### src/rtl/spq_pkg.sv
// spq_pkg: command, result and entry types for the sorted priority queue.
// Used by spq_store and sorted_priority_queue; depends on nothing else.
`default_nettype none

package spq_pkg;

  typedef enum logic {
    OP_ENQ = 1'b0,
    OP_DEQ = 1'b1
  } spq_op_e;

  typedef enum logic [1:0] {
    ST_DONE  = 2'd0,
    ST_EMPTY = 2'd1,
    ST_FULL  = 2'd2
  } spq_status_e;

  typedef struct packed {
    spq_op_e            opcode;
    logic signed [31:0] item_value;
    logic signed [31:0] item_priority;
  } spq_cmd_t;

  typedef struct packed {
    spq_status_e        status;
    logic signed [31:0] out_value;
    logic signed [31:0] out_priority;
    logic               queue_empty;
  } spq_res_t;

  typedef struct packed {
    logic signed [31:0] value;
    logic signed [31:0] prio;
  } spq_entry_t;

endpackage

`default_nettype wire

### src/rtl/spq_store.sv
// spq_store: entry memory of the queue, one write and one registered read port.
// Depends on spq_pkg for the entry type.
`default_nettype none

module spq_store #(
  parameter int unsigned Depth = 16,
  localparam int unsigned IdxW = (Depth > 1) ? $clog2(Depth) : 1
) (
  input  wire logic                clk_i,
  input  wire logic                we_i,
  input  wire logic [IdxW-1:0]     waddr_i,
  input  wire spq_pkg::spq_entry_t wdata_i,
  input  wire logic [IdxW-1:0]     raddr_i,
  output spq_pkg::spq_entry_t      rdata_o
);
  import spq_pkg::*;

  spq_entry_t mem_q [Depth];
  spq_entry_t rdata_q;

  always_ff @(posedge clk_i) begin
    if (we_i) begin
      mem_q[waddr_i] <= wdata_i;
    end
  end

  always_ff @(posedge clk_i) begin
    rdata_q <= mem_q[raddr_i];
  end

  assign rdata_o = rdata_q;

endmodule

`default_nettype wire

### src/rtl/sorted_priority_queue.sv
// sorted_priority_queue: bounded priority queue held in priority order in a ring memory.
// Depends on spq_pkg and spq_store.
//
// Usage: drive cmd_i and raise start_i; the command transfers at a rising edge where
// start_i is high and busy_o is low. busy_o stays high while the command is worked on.
// Each command gives exactly one result on result_o, marked by result_valid_o for a
// single cycle; the receiver cannot stall, so it must take the result in that cycle.
// Entries sit in a ring buffer (head, tail, count). A dequeue reads the head slot
// at the transfer, and S_DEQ registers that entry into result_o. An enqueue walks
// from the tail toward the head through one compare unit, moving one entry up a slot
// per cycle, until it meets an entry of greater or equal priority. A dropped enqueue
// (full) or a dequeue from empty answers in the cycle after the transfer.
// busy_o falls in the cycle the result is shown, so a new command may follow directly.
// Reset empties the queue (count, head and tail cleared); memory contents are not
// cleared since only slots holding stored entries are ever used.
`default_nettype none

module sorted_priority_queue #(
  parameter int unsigned CAPACITY = 16
) (
  input  wire logic              clk_i,
  input  wire logic              rst_ni,
  input  wire logic              start_i,
  input  wire spq_pkg::spq_cmd_t cmd_i,
  output logic                   busy_o,
  output logic                   result_valid_o,
  output spq_pkg::spq_res_t      result_o
);
  import spq_pkg::*;

  localparam int unsigned IdxW = (CAPACITY > 1) ? $clog2(CAPACITY) : 1;
  localparam int unsigned CntW = $clog2(CAPACITY + 1);
  localparam logic [IdxW-1:0] LastIdx = IdxW'(CAPACITY - 1);
  localparam logic [CntW-1:0] FullCnt = CntW'(CAPACITY);

  typedef enum logic [3:0] {
    S_IDLE  = 4'b0001,
    S_WALK  = 4'b0010,
    S_PLACE = 4'b0100,
    S_DEQ   = 4'b1000
  } spq_state_e;

  function automatic logic [IdxW-1:0] idx_inc(input logic [IdxW-1:0] x);
    return (x == LastIdx) ? '0 : x + 1'b1;
  endfunction

  function automatic logic [IdxW-1:0] idx_dec(input logic [IdxW-1:0] x);
    return (x == '0) ? LastIdx : x - 1'b1;
  endfunction

  spq_state_e      state_q, state_d;
  logic [CntW-1:0] count_q, count_d;
  logic [CntW-1:0] left_q, left_d;
  logic [IdxW-1:0] head_q, head_d;
  logic [IdxW-1:0] tail_q, tail_d;
  logic [IdxW-1:0] wr_q, wr_d;
  spq_cmd_t        cmd_q, cmd_d;
  spq_res_t        res_q, res_d;
  logic            res_valid_q, res_valid_d;

  logic            mem_we;
  logic [IdxW-1:0] mem_raddr;
  spq_entry_t      mem_wdata;
  spq_entry_t      mem_rdata;
  spq_entry_t      new_entry;
  logic            stays_ahead;

  assign new_entry.value = cmd_q.item_value;
  assign new_entry.prio  = cmd_q.item_priority;

  // shared compare unit: stored entry keeps its place when its priority is >= the new one
  assign stays_ahead = (mem_rdata.prio >= cmd_q.item_priority);

  always_comb begin
    state_d     = state_q;
    count_d     = count_q;
    left_d      = left_q;
    head_d      = head_q;
    tail_d      = tail_q;
    wr_d        = wr_q;
    cmd_d       = cmd_q;
    res_d       = res_q;
    res_valid_d = 1'b0;
    mem_we      = 1'b0;
    mem_wdata   = new_entry;

    case (state_q)
      S_IDLE: begin
        if (start_i) begin
          cmd_d = cmd_i;
          res_d.out_value    = '0;
          res_d.out_priority = '0;
          res_d.status       = ST_DONE;
          res_d.queue_empty  = (count_q == '0);
          if (cmd_i.opcode == OP_ENQ) begin
            if (count_q == FullCnt) begin
              res_d.status = ST_FULL;
              res_valid_d  = 1'b1;
            end else begin
              wr_d   = tail_q;
              left_d = count_q;
              state_d = (count_q == '0) ? S_PLACE : S_WALK;
            end
          end else begin
            if (count_q == '0) begin
              res_d.status = ST_EMPTY;
              res_valid_d  = 1'b1;
            end else begin
              state_d = S_DEQ;
            end
          end
        end
      end
      S_WALK: begin
        mem_we = 1'b1;
        if (stays_ahead) begin
          mem_wdata         = new_entry;
          count_d           = count_q + 1'b1;
          tail_d            = idx_inc(tail_q);
          res_d.queue_empty = 1'b0;
          res_valid_d       = 1'b1;
          state_d           = S_IDLE;
        end else begin
          // move the stored entry one slot toward the tail
          mem_wdata = mem_rdata;
          wr_d      = idx_dec(wr_q);
          left_d    = left_q - 1'b1;
          if (left_q == CntW'(1)) begin
            state_d = S_PLACE;
          end
        end
      end
      S_PLACE: begin
        mem_we            = 1'b1;
        mem_wdata         = new_entry;
        count_d           = count_q + 1'b1;
        tail_d            = idx_inc(tail_q);
        res_d.queue_empty = 1'b0;
        res_valid_d       = 1'b1;
        state_d           = S_IDLE;
      end
      S_DEQ: begin
        res_d.out_value    = mem_rdata.value;
        res_d.out_priority = mem_rdata.prio;
        res_d.queue_empty  = (count_q == CntW'(1));
        head_d             = idx_inc(head_q);
        count_d            = count_q - 1'b1;
        res_valid_d        = 1'b1;
        state_d            = S_IDLE;
      end
      default: begin
        state_d = S_IDLE;
      end
    endcase
  end

  // a dequeue reads the head; otherwise fetch the entry just below the next write slot
  assign mem_raddr = (state_q == S_IDLE) && (cmd_i.opcode == OP_DEQ) ? head_q : idx_dec(wr_d);

  spq_store #(
    .Depth (CAPACITY)
  ) u_store (
    .clk_i   (clk_i),
    .we_i    (mem_we),
    .waddr_i (wr_q),
    .wdata_i (mem_wdata),
    .raddr_i (mem_raddr),
    .rdata_o (mem_rdata)
  );

  always_ff @(posedge clk_i or negedge rst_ni) begin
    if (!rst_ni) begin
      state_q     <= S_IDLE;
      count_q     <= '0;
      left_q      <= '0;
      head_q      <= '0;
      tail_q      <= '0;
      wr_q        <= '0;
      res_valid_q <= 1'b0;
    end else begin
      state_q     <= state_d;
      count_q     <= count_d;
      left_q      <= left_d;
      head_q      <= head_d;
      tail_q      <= tail_d;
      wr_q        <= wr_d;
      res_valid_q <= res_valid_d;
    end
  end

  always_ff @(posedge clk_i) begin
    cmd_q <= cmd_d;
    res_q <= res_d;
  end

  assign busy_o         = (state_q != S_IDLE);
  assign result_valid_o = res_valid_q;
  assign result_o       = res_q;

endmodule

`default_nettype wire

### config.mk
export PLATFORM = sky130hd
export DESIGN_NAME = sorted_priority_queue
export DESIGN_NICKNAME = d
export VERILOG_FILES = /design/src/rtl/spq_pkg.sv /design/src/rtl/spq_store.sv /design/src/rtl/sorted_priority_queue.sv
export SDC_FILE = /design/constraint.sdc
export NUM_CORES = 1
export LEC_CHECK = 0
export BUFFER_PORTS_ARGS = -buffer_cell sky130_fd_sc_hd__buf_2
export CAP_MARGIN = 25
export CORE_MARGIN = 5
export CORE_UTILIZATION = 40
export CTS_CLUSTER_DIAMETER = 200
export DETAILED_ROUTE_END_ITERATION = 12
export HOLD_SLACK_MARGIN = 0.08
export PLACE_DENSITY_LB_ADDON = 0.2
export SLEW_MARGIN = 30
export SYNTH_ARGS = -nofsm -noshare
export SYNTH_HDL_FRONTEND = slang
export SYNTH_SLANG_ARGS = --single-unit
### constraint.sdc
create_clock -name clk_i -period 6.4 [get_ports clk_i]
set_input_delay 0.32 -clock clk_i [delete_from_list [all_inputs] [get_ports clk_i]]
set_output_delay 0.32 -clock clk_i [all_outputs]
set_load 0.005 [all_outputs]
## Word-level counts from Yosys, hierarchy flattened

Memories as Yosys holds them, arrays and structs flattened. A register that Yosys moved wholly into a read port is not among the register bits.
Index checks and enable logic that the tools add are counted.

- Add/subtract/negate cells: 7
- Magnitude comparators: 1
- Equality and inequality tests: 18
- Mux-type cells: 45
- Reductions and logical operators: 18

Operators with widths:

| operator | count |
|---|---|
| $mux 64 | 2 |
| $pmux 64 s2 | 1 |
| $mux 65 | 1 |
| $mux 4 | 16 |
| $ge 32x32->1 | 1 |
| $mux 5 | 5 |
| $pmux 4 s2 | 3 |
| $pmux 5 s3 | 1 |
| $eq 4x4->1 const B | 3 |
| $eq 5x1->1 const B | 2 |
| $mux 1 | 10 |
| $ne 2x2->1 const B | 5 |
| $pmux 5 s2 | 1 |
| $sub 5x1->5 const B | 2 |
| $ne 3x3->1 const B | 3 |
| $add 4x1->4 const B | 2 |
| $logic_not 4->1 | 2 |
| $reduce_and 2->1 | 4 |
| $sub 4x1->4 const B | 2 |
| $reduce_bool 2->1 | 3 |
| $add 5x1->5 const B | 1 |
| $eq 5x5->1 const B | 1 |
| $logic_not 5->1 | 1 |
| $reduce_and 5->1 | 1 |
| other kinds (14) | 16 |

- Register bits: 158
- Bits in writable memories: 1024
- Input bits: 68
- Output and inout bits: 69
- Word-level logic and storage cells: 103
- Memories: 1

Memories:

| name | depth | bits a word | read ports | clocked after Yosys merged registers in | write ports | line | source |
|---|---|---|---|---|---|---|---|
| u_store.mem_q | 16 | 64 | 1 | 1 | 1 | spq_store.sv:18 | `spq_entry_t mem_q [Depth];` |

## Depth between registers and ports, before layout

Gate-level depths: netlist of run 1.

- Depth after elaboration: 8
- Mapped depth: 22
- Mapped depth without buffers: 18

## By module

Synthesis of run 1 repeated with hierarchy kept, for this count alone.

- Cell total of the unflattened synthesis: 2350
- Area total of the unflattened synthesis: 47314.1 um^2

Modules (own cells, without submodules):

| module | times used | cells each | area each (um^2) | sequential area each (um^2) |
|---|---|---|---|---|
| spq_store | 1 | 1647 | 39583.0 | 32030.7 |
| sorted_priority_queue | 1 | 703 | 7731.2 | 4610.7 |

## Worst setup path after synthesis of run 1

OpenSTA, ideal clock, no wires.

- Kind: flip-flop to flip-flop
- Start: reg state_q[1]
- End: mem u_store.mem_q[3][0] (netlist bit) (enable)
- Arrival: 5.568 ns
- Path slack: 0.268 ns
- Cell stages (with the launch flop): 6
- Path buffers: 0
- Period minus slack after synthesis: 6.132 ns
- Cell sequence: dfrtp_1 nand2b_1 nor2b_1 nor3_1 nand2_1 nor3_1

- Cells in the longest elaborated chain, start to end: 5
- Elaborated cells between the ends (all ways): 6

Ends and longest elaborated chain:

| item | line | source |
|---|---|---|
| start: declaration | sorted_priority_queue.sv:51 | `spq_state_e state_q, state_d;` |
| start signal: assignment | sorted_priority_queue.sv:181 | `state_q <= state_d;` |
| $eq 4x3->1 / $eq 4x2->1 (equally long branches) | sorted_priority_queue.sv:87 | `case (state_q)` |
| $reduce_or 2->1 (no line) * | -- |  |
| $mux 1 * | sorted_priority_queue.sv:87 |  |
| $mux 1 * | spq_store.sv:22 | `if (we_i) begin` |
| $mux 1 (not written as such) * | spq_store.sv:23 | `mem_q[waddr_i] <= wdata_i;` |
| end: declaration | spq_store.sv:18 |  |

Every way passes the cells marked *; elsewhere a longest branch is shown, timed or not.

## Final worst setup path of run 1

- Start: reg u_store.rdata_o[31] (netlist name)
- End: reg u_store.rdata_o[9] (netlist name)

- Cells in the longest elaborated chain, start to end: 6
- Elaborated cells between the ends (all ways): 7

Ends and longest elaborated chain:

| item | line | source |
|---|---|---|
| $ge 32x32->1 * | sorted_priority_queue.sv:72 | `assign stays_ahead = (mem_rdata.prio >= cmd_q.item_priority);` |
| $mux 4 * | sorted_priority_queue.sv:116 | `if (stays_ahead) begin` |
| $pmux 4 s2 * | sorted_priority_queue.sv:87 |  |
| named net wr_d[1] | sorted_priority_queue.sv:56 | `logic [IdxW-1:0] wr_q, wr_d;` |
| $sub 4x1->4 / $logic_not 4->1 (equally long branches) | sorted_priority_queue.sv:48 | `return (x == '0) ? LastIdx : x - 1'b1;` |
| $mux 4 * | sorted_priority_queue.sv:48 |  |
| $mux 4 * | sorted_priority_queue.sv:158 | `assign mem_raddr = (state_q == S_IDLE) && (cmd_i.opcode == OP_DEQ) ? head_q : idx_dec(wr_d);` |

The timed path passes the listed nets; every way through them passes the cells marked *.
A chain may end at the register's enable or synchronous reset.

==> results of run 1 <==
cell type report:
| class | count | area, sq um |
|---|---|---|
| Clock inverter | 56 | 500 |
| Timing Repair Buffer | 318 | 2790 |
| Multi-Input combinational cell | 1986 | 11900 |
| Fill cell | 10823 | 65300 |
| Clock buffer | 195 | 3900 |
| Sequential cell | 1246 | 36600 |
| Tap cell | 1637 | 2050 |
| Inverter | 46 | 175 |
synthesized netlist by cell type, types with 3 or more instances:
| cell type | number | area share (%) |
|---|---|---|
| a211oi_1 | 3 | 0.046 |
| a21o_1 | 3 | 0.046 |
| a21oi_1 | 25 | 0.25 |
| a221oi_1 | 128 | 2.3 |
| a22oi_1 | 3 | 0.046 |
| a31oi_1 | 129 | 1.6 |
| and2_1 | 67 | 0.85 |
| and3_1 | 130 | 1.6 |
| buf_1 | 17 | 0.13 |
| buf_2 | 43 | 0.44 |
| clkbuf_1 | 165 | 1.3 |
| dfrtp_1 | 26 | 1.3 |
| dfxtp_1 | 64 | 2.6 |
| edfxtp_1 | 1155 | 70 |
| ha_1 | 46 | 1.2 |
| inv_1 | 45 | 0.34 |
| mux2_2 | 66 | 1.5 |
| mux2i_1 | 196 | 4.0 |
| nand2_1 | 806 | 6.1 |
| nand2b_1 | 7 | 0.089 |
| nand3_1 | 259 | 2.6 |
| nand4_1 | 8 | 0.10 |
| nor2_1 | 32 | 0.24 |
| nor2b_1 | 3 | 0.038 |
| nor3_1 | 10 | 0.10 |
| nor4_1 | 3 | 0.038 |
| o21a_1 | 4 | 0.061 |
| o21ai_0 | 18 | 0.18 |
| xnor2_1 | 5 | 0.089 |
power by group through the flow:
stage | clock network [W] | logic (W) | registers (W)
2_1_floorplan | 0 | 0.00912 | 0.0106
3_3_place_gp | 0 | 0.0138 | 0.0108
3_5_place_dp | 0 | 0.0139 | 0.0108
4_1_cts | 0.00788 | 0.0140 | 0.0107
5_1_grt | 0.00824 | 0.0152 | 0.0107
6_report | 0.00770 | 0.0138 | 0.0107
flip-flops by register name, summed over array words and instances (netlist names):
name	flops
cmd_q	64
count_q	5
head_q	4
left_q	5
result_o	67
result_valid_o	1
state_q	4
tail_q	4
u_store.mem_q	1024
u_store.rdata_o	64
wr_q	4
worst max path at each step:
stage	slack (ns)	to	cells after the start	start
4_1_cts	0.89	u_store.rdata_o[9]	20	u_store.rdata_o[31]
6_report	0.98	u_store.rdata_o[9]	20	u_store.rdata_o[31]
2_1_floorplan	0.27	u_store.mem_q[3][0]	5	state_q[1]
5_1_grt	0.57	u_store.rdata_o[17]	20	cmd_q[23]
3_5_place_dp	0.93	u_store.rdata_o[9]	21	cmd_q[23]
3_3_place_gp	0.80	u_store.rdata_o[9]	22	cmd_q[2]
metrics by stage:
stage          worst slack (ns)  total power, W  utilization [%]  hold slack [ns]
2_1_floorplan             0.268          0.0197                -           0.0244
3_3_place_gp              0.805          0.0246             42.8            0.394
3_5_place_dp              0.927          0.0247             42.9            0.392
4_1_cts                   0.887          0.0325             47.0           0.0827
5_1_grt                   0.569          0.0342             47.0            0.152
6_report                  0.976          0.0322             47.0            0.142
routing by layer:
metal  wire (microns)  vias to the layer above
met5                0                        -
met4             2770                        0
met3             7550                      163
met2            59700                      815
met1            60200                    15103
li1                 -                    13567
layout by cell type, fill, tap and decap left out, types with 64 or more instances in the layout:
cell type / instances
buf_4: 71
and2_1: 66
mux2_2: 66
edfxtp_1: 1155
clkbuf_16: 143
and3_1: 130
buf_2: 136
dfxtp_1: 64
mux2i_1: 196
a31oi_1: 129
nand2_1: 804
nand3_1: 259
dlygate4sd3_1: 67
a221oi_1: 128
cell families after synthesis:
group / Yosys count
fa+ha+maj: 46
buf+inv: 272
mux: 262
flops: 1246
simple gates: 1335
compound gates: 337
xor+xnor: 6
==> impl_metrics.py, run 1 <==
metrics = {
    "sta": {
        "hold_viol_final": 0,
        "drv_slew": 0,
        "max_freq_mhz": 184,
        "min_period_over_period_pct": 84.7,
        "finalSetupTns_ns": 0,
        "rsz0062_at_grt": "false",
        "slew_headroom_pct": 33.7,
        "fin_worst_skew_ns": 0.0326,
        "setup-violations-final": 0,
        "min_period_ns": 5.42,
        "tightest_slew_ns": 0.994,
    },
    "detailed_routing": {
        "drcViolationCount": 0,
        "vias": 29648,
        "drt_wl_total_mm": 130,
        "ant_nets": 0,
        "firstDrtPassIters": 5,
        "drt-wirelength-per-cell_microns": 23.8,
        "dr.first_iter.drc_count": 2790,
        "vias_per_cell": 5.41,
    },
    "setup_path": {
        "critPathMaxStageDelay_ns": 0.64,
        "ff2ff_setup_slack_ns": 0.98,
        "start_kind": "register",
        "crit_family": "simple AND/OR/NAND/NOR gates",
        "crit_chain": "ha_1, nand4_1, or4_1, o22a_1, and3b_1, or4_4, nor2_1, a221o_1, inv_1, ha_1, nand2_1, o21a_4, buf_12, buf_12, buf_4, nand2_1, and3_1, a221oi_1, a31oi_1, mux2i_1",
        "cp-end-kind": "register",
        "critPathMaxFanout": 25,
        "cp_slowest_cell": "or4_1",
        "critPathBufInv": 4,
        "worstPathArrival_ns": 6.08,
        "worstRegToRegCells": 20,
        "r2r-end": "u_store.rdata_o[9]",
        "worst-setup-path-type": "reg -> reg",
        "r2r-start": "u_store.rdata_o[31]",
        "required_ns": 7.06,
    },
    "placement": {
        "place_area_sq_um": 52900,
        "dp_hpwl_mm": 67.8,
        "post-place-cells": 5166,
        "place_congestion": 0.748,
        "io_buffers": 136,
    },
    "global_routing": {
        "grt_pass1_vias": 28740,
        "grt_use_met2_pct": 30.5,
        "grt_max_degree": 79,
        "antenna_found_initial": 3,
        "met3_usage_pct": 3.24,
        "grt_pass1_wl_mm": 193,
        "use_met1_pct": 29.0,
        "gr-total-overflow": 0,
        "top_usage_layer": "met2",
        "grtUsageTotal_pct": 19.7,
    },
    "status": {
        "status": "finished, final reports clean",
    },
    "synth": {
        "synth-xor-area-share_pct": 0.106,
        "synth_cell_types": 63,
        "synth-adder-area-share_pct": 1.16,
        "ys_seq_area_share_pct": 74.1,
        "muxShareOfSynthArea_pct": 5.47,
        "synth-edff-count": 1155,
        "synth_warnings": 0,
        "syn_inst": 3504,
        "synth_top_family_by_area": "simple AND/OR/NAND/NOR gates",
        "syn_avg_cell_area_sq_um": 14.1,
        "synth_compound_area_share_pct": 4.99,
        "syn_area_sq_um": 49500,
        "synthFlopType": "edfxtp_1",
        "synth-seq-cells": 1246,
        "synthSimpleGateAreaFrac_pct": 12.0,
        "ys_async_sr_fraction_pct": 2.17,
        "syn-num-nets": 3618,
    },
    "power": {
        "p_clk_share_pct": 23.9,
        "leakage_nw": 20.7,
        "p_switching_w": 0.0124,
        "peakVddDrop_v": 0.000519,
        "p_seq_share_pct": 33.2,
        "netSwitchingFraction_pct": 38.4,
        "internal-power_w": 0.0198,
        "power_density_nw_per_um2": 555,
        "share_comb_of_total_power_pct": 42.9,
    },
    "die": {
        "start_util_pct": 40.1,
        "core_area_sq_um": 123000,
        "rows": 129,
        "die_w_microns": 362,
        "die_h_microns": 362,
        "pin_count": 137,
        "fp.dieArea_sq_um": 131000,
    },
    "layout": {
        "nets": 3850,
        "antennaDiodeCount": 0,
        "finalNonFillerCells": 5484,
        "drive_gt1_share_pct": 14.3,
        "synthToLayoutAreaGrowth_pct": 17.2,
        "stdcell_area_sq_um": 58000,
    },
    "cts": {
        "cts.clk_slew.worst_paths_ns": 0.06,
        "cts_resized": 0,
        "cts_post_setup_buffers_inserted": 0,
        "cts.sinks": 1246,
        "root_buffer": "clkbuf_16",
        "cts_tree": "built",
        "clock_path_buffers": 3,
        "htree_num_levels": 4,
        "cts_buffers": 138,
        "clk_latency_ns": 0.76,
        "ctsHoldBuffers": 67,
    },
    "hold_path": {
        "hold_class": "in -> async",
    },
    "flow_run": {
        "maxCapViolCount": 0,
    },
}
Note: power is estimated with default switching activity, not from simulation.
==> run 2: changes to the inputs <==
==> constraint.sdc (replaced) <==
create_clock -name clk_i -period 4.6 [get_ports clk_i]
set_input_delay 0.23 -clock clk_i [delete_from_list [all_inputs] [get_ports clk_i]]
set_output_delay 0.23 -clock clk_i [all_outputs]
set_load 0.005 [all_outputs]
==> run 2 against run 1 <==
  * The flow now finishes with violations (setup timing)
  * Critical path depth is the same
  * Clock skew down 0.0028 ns
  * Final area up 8.3%
  * Setup slack worse by 1.1 ns
  * Utilization rose by 3.9 points
  * Largest power group unchanged
==> impl_metrics.py, run 2 (same netlist as run 1, synthesis figures left out) <==
metrics = {
    "status": {
        "failed_checks": "setup timing",
        "status": "finished with violations",
    },
    "detailed_routing": {
        "drt_wl_total_mm": 137,
        "dr.first_iter.drc_count": 2361,
        "firstDrtPassIters": 5,
        "vias_per_cell": 5.36,
        "vias": 30880,
        "drt-wirelength-per-cell_microns": 23.7,
        "ant_nets": 0,
        "drcViolationCount": 0,
    },
    "global_routing": {
        "grt_use_met2_pct": 32.7,
        "gr-total-overflow": 0,
        "met3_usage_pct": 3.19,
        "grt_pass1_vias": 30581,
        "grt_pass1_wl_mm": 200,
        "grt_max_degree": 85,
        "top_usage_layer": "met2",
        "antenna_found_initial": 0,
        "grtUsageTotal_pct": 20.3,
        "use_met1_pct": 28.9,
    },
    "layout": {
        "drive_gt1_share_pct": 25.3,
        "synthToLayoutAreaGrowth_pct": 26.9,
        "finalNonFillerCells": 5766,
        "regMostFlops": "u_store.mem_q",
        "final_cell_mix": "edfxtp_1 (1155), nand2_1 (767), nand3_1 (257)",
        "largest_reg_flops": 1024,
        "nets": 4128,
        "layout_commonest_cell": "edfxtp_1",
        "n_fill_cell": 10452,
    },
    "setup_path": {
        "critPathMaxFanout": 7,
        "crit_start": "cmd_q[30]",
        "worstPathArrival_ns": 5.32,
        "worstRegToRegCells": 20,
        "required_ns": 5.23,
        "start_kind": "register",
        "crit_end": "u_store.rdata_o[27]",
        "cp-end-kind": "register",
        "r2r-start": "cmd_q[30]",
        "worst-setup-path-type": "reg -> reg",
        "ff2ff_setup_slack_ns": -0.09,
        "r2r-end": "u_store.rdata_o[27]",
    },
    "die": {
        "core_area_sq_um": 123000,
        "fp.dieArea_sq_um": 131000,
        "start_util_pct": 40.1,
        "rows": 129,
        "die_h_microns": 362,
        "die_w_microns": 362,
        "pin_count": 137,
    },
    "sta": {
        "rsz0062_at_grt": "true",
        "setup-violations-final": 31,
        "drv_slew": 0,
        "layout_setup_ws_ns": -0.0908,
        "max_freq_mhz": 213,
        "slew_headroom_pct": 36.9,
        "hold_viol_final": 0,
        "min_period_over_period_pct": 102,
        "fin_worst_skew_ns": 0.0298,
        "min_period_ns": 4.69,
        "tightest_slew_ns": 0.947,
        "finalSetupTns_ns": -0.963,
        "holdWs_ns": 0.192,
    },
    "placement": {
        "place_congestion": 0.755,
        "dp_hpwl_mm": 71.4,
        "post-place-cells": 5354,
        "dpl_worst_slack_ns": -0.688,
        "io_buffers": 136,
    },
    "cts": {
        "clk_latency_ns": 0.75,
        "cts.sinks": 1246,
        "cts_buffers": 135,
        "clock_path_buffers": 3,
        "cts_tree": "built",
        "cts.clk_slew.worst_paths_ns": 0.06,
        "root_buffer": "clkbuf_16",
        "htree_num_levels": 4,
    },
    "hold_path": {
        "hold_class": "in -> reg",
    },
    "power": {
        "peakVddDrop_v": 0.000456,
        "fin_total_pwr_w": 0.0537,
        "leakage_nw": 22.8,
        "power_density_nw_per_um2": 855,
    },
    "flow_run": {
        "maxCapViolCount": 0,
    },
}
==> run 2: changes by cell type in the layout (fill, tap and decap cells not counted), moves of 30 or more <==
cell	before	now
and3_1	130	93
nand2_2	0	30
and3_4	0	37
a221oi_2	0	95
buf_6	0	37
a221oi_1	128	23
buf_4	71	236
buf_12	41	75
nand2_1	804	767
==> run 2: through the flow <==
| step | area [sq um] | util (%) |
|---|---|---|
| after global routing | 62800 | 50.9 |
| after floorplan | 49500 | - |
| final | 62800 | 50.9 |
| after CTS | 61200 | 49.6 |
| after detailed placement | 54600 | 44.3 |
| after global placement | 54600 | 44.3 |
==> run 2: layer usage <==
layer,wire length (microns),vias to the layer above
met4,2840,0
met5,0,-
met1,61100,15628
met2,64800,906
li1,-,14162
met3,7970,184
==> run 2: power by group <==
group	switching [W]	internal [W]
logic	0.0152	0.0129
clock network	0.00439	0.00653
registers	0.000625	0.0141
total	0.0202	0.0335
==> run 2: cell type report <==
class	instances	area (sq um)	share of cell area, %
diodes	4	10.0	0.0159
clock buffers	187	3840	6.12
clock inverters	61	648	1.03
inverters	46	175	0.279
multi-input cells	1987	13300	21.2
flip-flops and latches	1246	36600	58.4
well taps	1637	2050	3.26
repair buffers	598	6100	9.71
==> run 2: how the worst min path moves through the flow <==
stage | from | to | cells after the start
after floorplan | rst_ni | count_q[0] | 0
after global placement | rst_ni | result_valid_o | 1
after detailed placement | rst_ni | result_valid_o | 1
after CTS | cmd_i[17] | cmd_q[17] | 2
after global routing | cmd_i[45] | cmd_q[45] | 2
final | cmd_i[55] | cmd_q[55] | 2
==> run 2: worst max-delay path, stage by stage, from the launching register on <==
cell and delay [ns]:
edfxtp_1 0.37, inv_2 0.05, ha_4 0.27, nand4_1 0.13, or4_4 0.51, o22a_4 0.28
and3b_2 0.23, or4_4 0.61, buf_6 0.16, a21o_1 0.19, ha_4 0.26, nand2_4 0.06
o21a_4 0.20, buf_12 0.16, buf_12 0.15, buf_8 0.12, nand2_2 0.05, and3_4 0.17
a221oi_2 0.23, a31oi_1 0.08, mux2i_2 0.28
==> run 2: what timing repair did <==
item	CTS	global route
cloned	15	7
setup buffers	30	40
setup endpoints to repair	64	64
hold endpoints to repair	98	0
hold buffers	70	0
resized for setup	136	227
pin swaps	28	67
